$ cat src/hw/rtl/rrd_pkg.sv
// Shared types and constants of the report ring with duplicate filter.
// No dependencies; used by all rrd modules and the top level.
`default_nettype none

package rrd_pkg;

    localparam int RING_DEPTH_DEF       = 16;
    localparam int MAX_REPORT_BYTES_DEF = 8;

    localparam int REPORT_W   = 64;
    localparam int SERIAL_W   = 8;
    localparam int STATUS_W   = 2;
    localparam int S_TDATA_W  = 72;  // status + report, padded to bytes
    localparam int M_TDATA_W  = 80;  // result fields, padded to bytes
    localparam int CFG_IDX_W  = 2;
    localparam int CFG_DATA_W = 4;

    // configuration register indexes
    localparam logic [CFG_IDX_W-1:0] CFG_REPORT_BYTES = 2'd0;
    localparam logic [CFG_IDX_W-1:0] CFG_DEDUP_ENABLE = 2'd1;

    // operation codes
    localparam logic FUNC_PUSH = 1'b0;
    localparam logic FUNC_POP  = 1'b1;

    // transfer status codes
    localparam logic [STATUS_W-1:0] XFER_OK         = 2'd0;
    localparam logic [STATUS_W-1:0] XFER_LINK_RESET = 2'd1;

    // controller to datapath commands
    typedef struct packed {
        logic capture;  // latch input item and read the ring entry
        logic commit;   // update ring state and load the result register
    } t_cmd;

endpackage

`default_nettype wire

$ cat src/hw/rtl/report_ring_with_dedup_unit.sv
// Report ring with duplicate filter and drop-oldest overflow.
//
// Input stream (s_axis_*): one operation per transfer. tuser[0] selects push
// or pop; tdata carries the transfer status and up to 8 report bytes.
// Output stream (m_axis_*): exactly one result per input transfer, in order.
// Configuration channel (cfg_*): report size and duplicate filter enable,
// always ready; write only while no operation is outstanding.
// Each operation has a capture step, which latches the item and reads the
// ring entry (newest for a push, oldest for a pop) through the single
// registered memory read port, and a commit step, which updates the ring
// and loads the result register. The commit waits while a held result is
// not taken; a new item is accepted only after the previous one commits.
// When the receiver stalls the result is held in the output register; the
// next item may be accepted meanwhile, but it finishes only once the held
// result is taken. Reset (synchronous, active low) empties the ring, zeroes
// the serial counter and overflow flag, and restores the configuration
// defaults; no memory clearing pass is needed.
// Depends on rrd_pkg, rrd_ctrl and rrd_datapath.
`default_nettype none

module report_ring_with_dedup_unit #(
    parameter int RING_DEPTH       = rrd_pkg::RING_DEPTH_DEF,
    parameter int MAX_REPORT_BYTES = rrd_pkg::MAX_REPORT_BYTES_DEF
) (
    input  wire logic                            i_clk,
    input  wire logic                            i_rst_n,
    input  wire logic                            s_axis_tvalid,
    output logic                                 s_axis_tready,
    // [1:0] xfer_status, [65:2] report_data, [71:66] zero
    input  wire logic [rrd_pkg::S_TDATA_W-1:0]   s_axis_tdata,
    // [0] func
    input  wire logic                            s_axis_tuser,
    output logic                                 m_axis_tvalid,
    input  wire logic                            m_axis_tready,
    // [0] stored, [1] duplicate, [2] dropped_oldest, [3] resubmit,
    // [4] pop_valid, [68:5] out_report, [76:69] out_serial,
    // [77] overflow_seen, [79:78] zero
    output logic      [rrd_pkg::M_TDATA_W-1:0]   m_axis_tdata,
    input  wire logic                            cfg_valid,
    output logic                                 cfg_ready,
    input  wire logic [rrd_pkg::CFG_IDX_W-1:0]   cfg_index,
    input  wire logic [rrd_pkg::CFG_DATA_W-1:0]  cfg_data
);

    rrd_pkg::t_cmd cmd;

    assign cfg_ready = 1'b1;

    rrd_ctrl u_ctrl (
        .i_clk       (i_clk),
        .i_rst_n     (i_rst_n),
        .i_in_valid  (s_axis_tvalid),
        .o_in_ready  (s_axis_tready),
        .o_out_valid (m_axis_tvalid),
        .i_out_ready (m_axis_tready),
        .o_cmd       (cmd)
    );

    rrd_datapath #(
        .RING_DEPTH       (RING_DEPTH),
        .MAX_REPORT_BYTES (MAX_REPORT_BYTES)
    ) u_dp (
        .i_clk       (i_clk),
        .i_rst_n     (i_rst_n),
        .i_cmd       (cmd),
        .i_func      (s_axis_tuser),
        .i_status    (s_axis_tdata[1:0]),
        .i_data      (s_axis_tdata[65:2]),
        .i_cfg_we    (cfg_valid),
        .i_cfg_index (cfg_index),
        .i_cfg_data  (cfg_data),
        .o_result    (m_axis_tdata)
    );

endmodule

`default_nettype wire

$ cat src/hw/rtl/rrd_ctrl.sv
// Controller of the report ring: two-state sequencer and result valid flag.
// Depends on rrd_pkg.
`default_nettype none

module rrd_ctrl (
    input  wire logic        i_clk,
    input  wire logic        i_rst_n,
    input  wire logic        i_in_valid,
    output logic             o_in_ready,
    output logic             o_out_valid,
    input  wire logic        i_out_ready,
    output rrd_pkg::t_cmd    o_cmd
);

    typedef enum logic {
        S_IDLE,
        S_EXEC
    } t_state;

    t_state r_state;
    t_state n_state;
    logic   r_out_valid;
    logic   n_out_valid;

    assign o_in_ready  = (r_state == S_IDLE);
    assign o_out_valid = r_out_valid;

    always_comb begin
        o_cmd.capture = (r_state == S_IDLE) && i_in_valid;
        // result register must be free or emptying this cycle
        o_cmd.commit  = (r_state == S_EXEC) && (!r_out_valid || i_out_ready);
        n_state       = r_state;
        n_out_valid   = r_out_valid && !i_out_ready;
        unique case (r_state)
            S_IDLE: begin
                if (o_cmd.capture) begin
                    n_state = S_EXEC;
                end
            end
            S_EXEC: begin
                if (o_cmd.commit) begin
                    n_state     = S_IDLE;
                    n_out_valid = 1'b1;
                end
            end
            default: n_state = S_IDLE;
        endcase
    end

    always_ff @(posedge i_clk) begin
        if (!i_rst_n) begin
            r_state     <= S_IDLE;
            r_out_valid <= 1'b0;
        end else begin
            r_state     <= n_state;
            r_out_valid <= n_out_valid;
        end
    end

endmodule

`default_nettype wire

$ cat src/hw/rtl/rrd_datapath.sv
// Datapath of the report ring: ring memories, indexes, duplicate compare,
// configuration registers and result register. Depends on rrd_pkg.
`default_nettype none

module rrd_datapath #(
    parameter int RING_DEPTH       = rrd_pkg::RING_DEPTH_DEF,
    parameter int MAX_REPORT_BYTES = rrd_pkg::MAX_REPORT_BYTES_DEF
) (
    input  wire logic                            i_clk,
    input  wire logic                            i_rst_n,
    input  wire rrd_pkg::t_cmd                   i_cmd,
    input  wire logic                            i_func,
    input  wire logic [rrd_pkg::STATUS_W-1:0]    i_status,
    input  wire logic [rrd_pkg::REPORT_W-1:0]    i_data,
    input  wire logic                            i_cfg_we,
    input  wire logic [rrd_pkg::CFG_IDX_W-1:0]   i_cfg_index,
    input  wire logic [rrd_pkg::CFG_DATA_W-1:0]  i_cfg_data,
    output logic      [rrd_pkg::M_TDATA_W-1:0]   o_result
);

    localparam int IDX_W = $clog2(RING_DEPTH);
    localparam int RW    = MAX_REPORT_BYTES * 8;

    logic [RW-1:0]                 r_report_mem [RING_DEPTH];
    logic [rrd_pkg::SERIAL_W-1:0]  r_serial_mem [RING_DEPTH];

    logic                              r_func;
    logic [rrd_pkg::STATUS_W-1:0]      r_status;
    logic [RW-1:0]                     r_data;
    logic [RW-1:0]                     r_rd_report;
    logic [rrd_pkg::SERIAL_W-1:0]      r_rd_serial;

    logic [IDX_W-1:0]                  r_wr_idx, n_wr_idx;
    logic [IDX_W-1:0]                  r_rd_idx, n_rd_idx;
    logic [rrd_pkg::SERIAL_W-1:0]      r_serial, n_serial;
    logic                              r_sticky, n_sticky;
    logic [rrd_pkg::CFG_DATA_W-1:0]    r_report_bytes;
    logic                              r_dedup_enable;
    logic [rrd_pkg::M_TDATA_W-1:0]     r_result;

    logic [IDX_W-1:0]                  wr_next, wr_prev, rd_next, rd_addr;
    logic [rrd_pkg::CFG_DATA_W-1:0]    n_bytes;
    logic [RW-1:0]                     mask;
    logic                              empty, full, dup, mem_we;
    logic                              res_stored, res_dup, res_dropped, res_resubmit;
    logic                              res_pop_valid, res_overflow;
    logic [rrd_pkg::REPORT_W-1:0]      res_report;
    logic [rrd_pkg::SERIAL_W-1:0]      res_serial;

    assign o_result = r_result;

    assign wr_next = (r_wr_idx == IDX_W'(RING_DEPTH - 1)) ? '0 : r_wr_idx + 1'b1;
    assign wr_prev = (r_wr_idx == '0) ? IDX_W'(RING_DEPTH - 1) : r_wr_idx - 1'b1;
    assign rd_next = (r_rd_idx == IDX_W'(RING_DEPTH - 1)) ? '0 : r_rd_idx + 1'b1;
    // pop reads the oldest entry, push reads the newest for the duplicate check
    assign rd_addr = (i_func == rrd_pkg::FUNC_POP) ? r_rd_idx : wr_prev;

    // effective report size, clamped to 1..MAX_REPORT_BYTES
    always_comb begin
        n_bytes = r_report_bytes;
        if (n_bytes == '0) begin
            n_bytes = rrd_pkg::CFG_DATA_W'(1);
        end
        if (n_bytes > rrd_pkg::CFG_DATA_W'(MAX_REPORT_BYTES)) begin
            n_bytes = rrd_pkg::CFG_DATA_W'(MAX_REPORT_BYTES);
        end
        for (int b = 0; b < MAX_REPORT_BYTES; b++) begin
            mask[b*8 +: 8] = {8{rrd_pkg::CFG_DATA_W'(b) < n_bytes}};
        end
    end

    assign empty = (r_wr_idx == r_rd_idx);
    assign full  = (wr_next == r_rd_idx);
    assign dup   = !empty && r_dedup_enable && (((r_rd_report ^ r_data) & mask) == '0);

    always_comb begin
        n_wr_idx      = r_wr_idx;
        n_rd_idx      = r_rd_idx;
        n_serial      = r_serial;
        n_sticky      = r_sticky;
        mem_we        = 1'b0;
        res_stored    = 1'b0;
        res_dup       = 1'b0;
        res_dropped   = 1'b0;
        res_resubmit  = 1'b0;
        res_pop_valid = 1'b0;
        res_overflow  = 1'b0;
        res_report    = '0;
        res_serial    = '0;
        if (r_func == rrd_pkg::FUNC_PUSH) begin
            res_resubmit = (r_status != rrd_pkg::XFER_LINK_RESET);
            if (r_status == rrd_pkg::XFER_OK) begin
                if (dup) begin
                    res_dup = 1'b1;
                end else begin
                    if (full) begin
                        n_rd_idx    = rd_next;
                        n_sticky    = 1'b1;
                        res_dropped = 1'b1;
                    end
                    mem_we     = 1'b1;
                    res_stored = 1'b1;
                    n_serial   = r_serial + 1'b1;
                    n_wr_idx   = wr_next;
                end
            end
        end else begin
            res_overflow = r_sticky;
            if (!empty) begin
                res_pop_valid = 1'b1;
                res_report    = rrd_pkg::REPORT_W'(r_rd_report);
                res_serial    = r_rd_serial;
                n_rd_idx      = rd_next;
                n_sticky      = 1'b0;
            end
        end
    end

    always_ff @(posedge i_clk) begin
        if (!i_rst_n) begin
            r_wr_idx       <= '0;
            r_rd_idx       <= '0;
            r_serial       <= '0;
            r_sticky       <= 1'b0;
            r_report_bytes <= rrd_pkg::CFG_DATA_W'(8);
            r_dedup_enable <= 1'b1;
        end else begin
            if (i_cmd.commit) begin
                r_wr_idx <= n_wr_idx;
                r_rd_idx <= n_rd_idx;
                r_serial <= n_serial;
                r_sticky <= n_sticky;
            end
            if (i_cfg_we) begin
                unique case (i_cfg_index)
                    rrd_pkg::CFG_REPORT_BYTES: r_report_bytes <= i_cfg_data;
                    rrd_pkg::CFG_DEDUP_ENABLE: r_dedup_enable <= i_cfg_data[0];
                    default: ;
                endcase
            end
        end
    end

    // item latch, ring memories and result register
    always_ff @(posedge i_clk) begin
        if (i_cmd.capture) begin
            r_func      <= i_func;
            r_status    <= i_status;
            r_data      <= i_data[RW-1:0];
            r_rd_report <= r_report_mem[rd_addr];
            r_rd_serial <= r_serial_mem[rd_addr];
        end
        if (i_cmd.commit && mem_we) begin
            r_report_mem[r_wr_idx] <= r_data & mask;
            r_serial_mem[r_wr_idx] <= r_serial;
        end
        if (i_cmd.commit) begin
            r_result <= {2'b00, res_overflow, res_serial, res_report, res_pop_valid,
                         res_resubmit, res_dropped, res_dup, res_stored};
        end
    end

endmodule

`default_nettype wire

$ cat config.mk
export PLATFORM = sky130hd
export DESIGN_NAME = report_ring_with_dedup_unit
export DESIGN_NICKNAME = d
export VERILOG_FILES = /design/src/hw/rtl/rrd_pkg.sv /design/src/hw/rtl/report_ring_with_dedup_unit.sv /design/src/hw/rtl/rrd_ctrl.sv /design/src/hw/rtl/rrd_datapath.sv
export SDC_FILE = /design/constraint.sdc
export NUM_CORES = 2
export LEC_CHECK = 0
export BUFFER_PORTS_ARGS = -buffer_cell sky130_fd_sc_hd__buf_2
export CAP_MARGIN = 25
export CORE_MARGIN = 2
export CORE_UTILIZATION = 55
export DETAILED_ROUTE_END_ITERATION = 12
export PLACE_DENSITY = 0.72
export SYNTH_ARGS = -nofsm -noshare
export SYNTH_HDL_FRONTEND = slang
export SYNTH_SLANG_ARGS = --single-unit
export TNS_END_PERCENT = 5
$ cat constraint.sdc
create_clock -name i_clk -period 9.2 [get_ports i_clk]
set_input_delay 0.46 -clock i_clk [delete_from_list [all_inputs] [get_ports i_clk]]
set_output_delay 0.46 -clock i_clk [all_outputs]
set_load 0.005 [all_outputs]
==> metrics <==
status completed; post-synthesis sequential area ratio 77.8%; post-synthesis cell area 53400 µm²; Core ar. 96400 µm²; Peak VDD IR 0.181 mV; clk_lat worst skew 740 ps; CTS tree yes; cells resized by post-CTS repair 0; switch share 20.2%; total of max-cap violations 0; CTS Buf Count 142; pwr dens 221 nW/µm²; Post-Synthesis Cells 2402; Worst setup startpoint u_dp.r_wr_idx[2]$_SDFFE_PN0P_; CP Cell Sequence xor2_1 > nor4_1 > or4_4 > and4bb_4 > a21oi_2 > and3_4 > buf_4; Finished Layout Cells 4093; Net Switching 2740 µW; FF-to-FF path depth 7; first-pass GRT wire length 166 mm; clock slew at reported path FFs 60 ps; Synth area leaders edfxtp_1 77%, mux4_2 12%, mux2i_1 4.3%; Rel. slew slack 20.9%; Starting Density 55.4%; Arr. time, crit path 5260 ps; max incr delay on CP 990 ps; cell row count 114; worst clock skew 29.3 ps; Routed Antenna Nets 0; die area 99700 µm²; Die Width 316 µm; grt total ovfl 0; drt first pass iters 6; crit path time final 4910 ps; pin count of the biggest net entering global routing 173; syn avg cell area 22.2 µm²; DR WL met2 54.9 mm; top layer in use met4; Post-Route WL 114 mm; Synth top area share 76.9%; Final Hold Vio Count 0; Post-synth EDFFs 1369; Pint 10800 µW; commonest non-fill, non-tap cell in the layout edfxtp_1; layout cell share with drive strength beyond 1 25.9%; Clk pwr share 43.0%; capture point of the critical path u_dp.r_report_mem[5][43]$_DFFE_PP_; vias in the first global route 25300; FF+latch count, synth 1393; height of the die 316 µm; vias per cell 6.10; DRT iter0 DRCs 3153; DRC Markers 0; DR WL met3 10.1 mm; worst-case clock buffer depth 3; r2r setup slk 4290 ps; DR vias 25000; Leakage Power 0.0204 µW; fin util 63.6%; Layout area overhead 14.7%; Sequential Power Share 52.6%; Slowest cell on crit path and3_4; Total Nets Final 2791; most frequent cells in the layout 1369 x edfxtp_1, 288 x mux4_2, 229 x mux2i_1, 157 x buf_2, 146 x clkbuf_16; Max FO, Critical Path 37; synth unique cells 51; CTS H-tree lvls 4; CP Launch Type flip-flop; CTS hold repair buffers 71; FF-to-FF Start u_dp.r_wr_idx[2]$_SDFFE_PN0P_; placed insts 3758; Setup TNS Final 0 ps; yosys warns 0; Tcrit/Tclk final 53.4%; RSZ-0062 raised after global routing false; initial antenna violation count 1; hold path depth 3; post-DR wirelength/cell 27.9 µm; Ant. Diodes 0; final setup vio count 0; worst hold path type input pin to flip-flop; number of primary I/O pins 167; Synth Flop Type edfxtp_1; RR Endpoint u_dp.r_report_mem[5][43]$_DFFE_PP_; DPL Wire Length 56.2 mm; CP endpoint kind flip-flop; Clock Sink Count 1393; CP required 9560 ps; Tot GR Track Use 23.3%; RD Place Congestion 0.797; maximum clock frequency 204 MHz; cell taking the most area after synthesis edfxtp_1; count of port buffers added during placement 157; worst slew pin tran 1190 ps; Metal-1 WL 46.3 mm; post-layout power 13600 µW; setup bufs post-CTS 0; Final Max Tran Viols 0; asr flop ratio synth 0%; Root Driver clkbuf_16; Setup CP Type flip-flop to flip-flop; power share of the combinational group 4.4%
cell usage after synthesis (7+ instances only):
master / number
a21oi_1: 12
and2_1: 89
and3_1: 14
buf_2: 24
buf_4: 24
clkbuf_1: 68
dfxtp_1: 24
edfxtp_1: 1369
ha_1: 7
inv_1: 10
mux2i_1: 230
mux4_2: 288
nand2_1: 16
nand3_1: 7
nand4_1: 11
nor2_1: 21
nor2b_1: 51
nor4_1: 7
xnor2_1: 52
xor2_1: 25
routing by layer:
| metal | vias to the layer above | GRT usage [%] |
|---|---|---|
| li1 | 10500 | - |
| met1 | 13100 | 33.4 |
| met2 | 1171 | 36.3 |
| met3 | 174 | 5.31 |
| met4 | 0 | 7.39 |
| met5 | - | 0 |
logic make-up after synthesis:
group / synth area share, %
other: 0.0141
DFF: 77.8
xor gates and xnor gates: 1.26
AOI/OAI and AO/OA: 0.581
muxes: 16.4
and+or+nand+nor: 2.56
buffers and inverters: 1.15
adders and majority gates: 0.164
registers in the layout, summed over array words and instances, names as in the netlist:
| name | flops |
|---|---|
| u_ctrl.o_out_valid | 1 |
| u_ctrl.r_state | 1 |
| u_dp.o_result | 78 |
| u_dp.r_data | 64 |
| u_dp.r_dedup_enable | 1 |
| u_dp.r_func | 1 |
| u_dp.r_rd_idx | 4 |
| u_dp.r_rd_report | 64 |
| u_dp.r_rd_serial | 8 |
| u_dp.r_report_bytes | 4 |
| u_dp.r_report_mem | 1024 |
| u_dp.r_serial | 8 |
| u_dp.r_serial_mem | 128 |
| u_dp.r_status | 2 |
| u_dp.r_sticky | 1 |
| u_dp.r_wr_idx | 4 |
power by group through the flow:
stage / sequential, µW / combinational [µW] / clock [µW]
CTS: 7130 / 599 / 5920
global placement: 7260 / 551 / 0
floorplan: 7250 / 406 / 0
global route: 7140 / 644 / 6150
detailed placement: 7270 / 571 / 0
finish: 7130 / 592 / 5840
worst min path at each step:
| stage | start | endpoint |
|---|---|---|
| 2_1_floorplan | u_dp.r_dedup_enable$_SDFFE_PN1P_ | u_dp.r_dedup_enable$_SDFFE_PN1P_ |
| 3_3_place_gp | u_dp.r_report_bytes[3]$_SDFFE_PN1P_ | u_dp.r_report_bytes[3]$_SDFFE_PN1P_ |
| 3_5_place_dp | u_dp.r_report_bytes[3]$_SDFFE_PN1P_ | u_dp.r_report_bytes[3]$_SDFFE_PN1P_ |
| 4_1_cts | m_axis_tready | u_ctrl.o_out_valid$_SDFF_PN0_ |
| 5_1_grt | m_axis_tready | u_ctrl.o_out_valid$_SDFF_PN0_ |
| 6_report | m_axis_tready | u_ctrl.o_out_valid$_SDFF_PN0_ |
per-stage QoR:
| stage | hold WS [ps] | instance area, µm² | worst slack [ps] |
|---|---|---|---|
| after floorplan | 444 | 53400 | 2070 |
| after global placement | 465 | 55700 | 4470 |
| after detailed placement | 468 | 55700 | 4400 |
| after CTS | 11.2 | 61200 | 4360 |
| after global routing | 49.6 | 61300 | 4130 |
| final | 63.0 | 61300 | 4290 |
critical path, delay by kind of cell, from the launching register on:
family / cells / cell delay (ps)
simple gates: 4 / 2210
compound gates: 1 / 800
buf+inv: 1 / 740
flops: 1 / 570
xor+xnor: 1 / 170
cell type report:
class | instances | area (µm²)
flip-flops and latches | 1393 | 41600
repair buffers | 273 | 1930
multi-input cells | 880 | 11400
inverters | 10 | 37.5
clock inverters | 80 | 930
clock buffers | 181 | 3850
fillers | 6401 | 35100
well taps | 1276 | 1600
(Power assumes the default switching activity.)
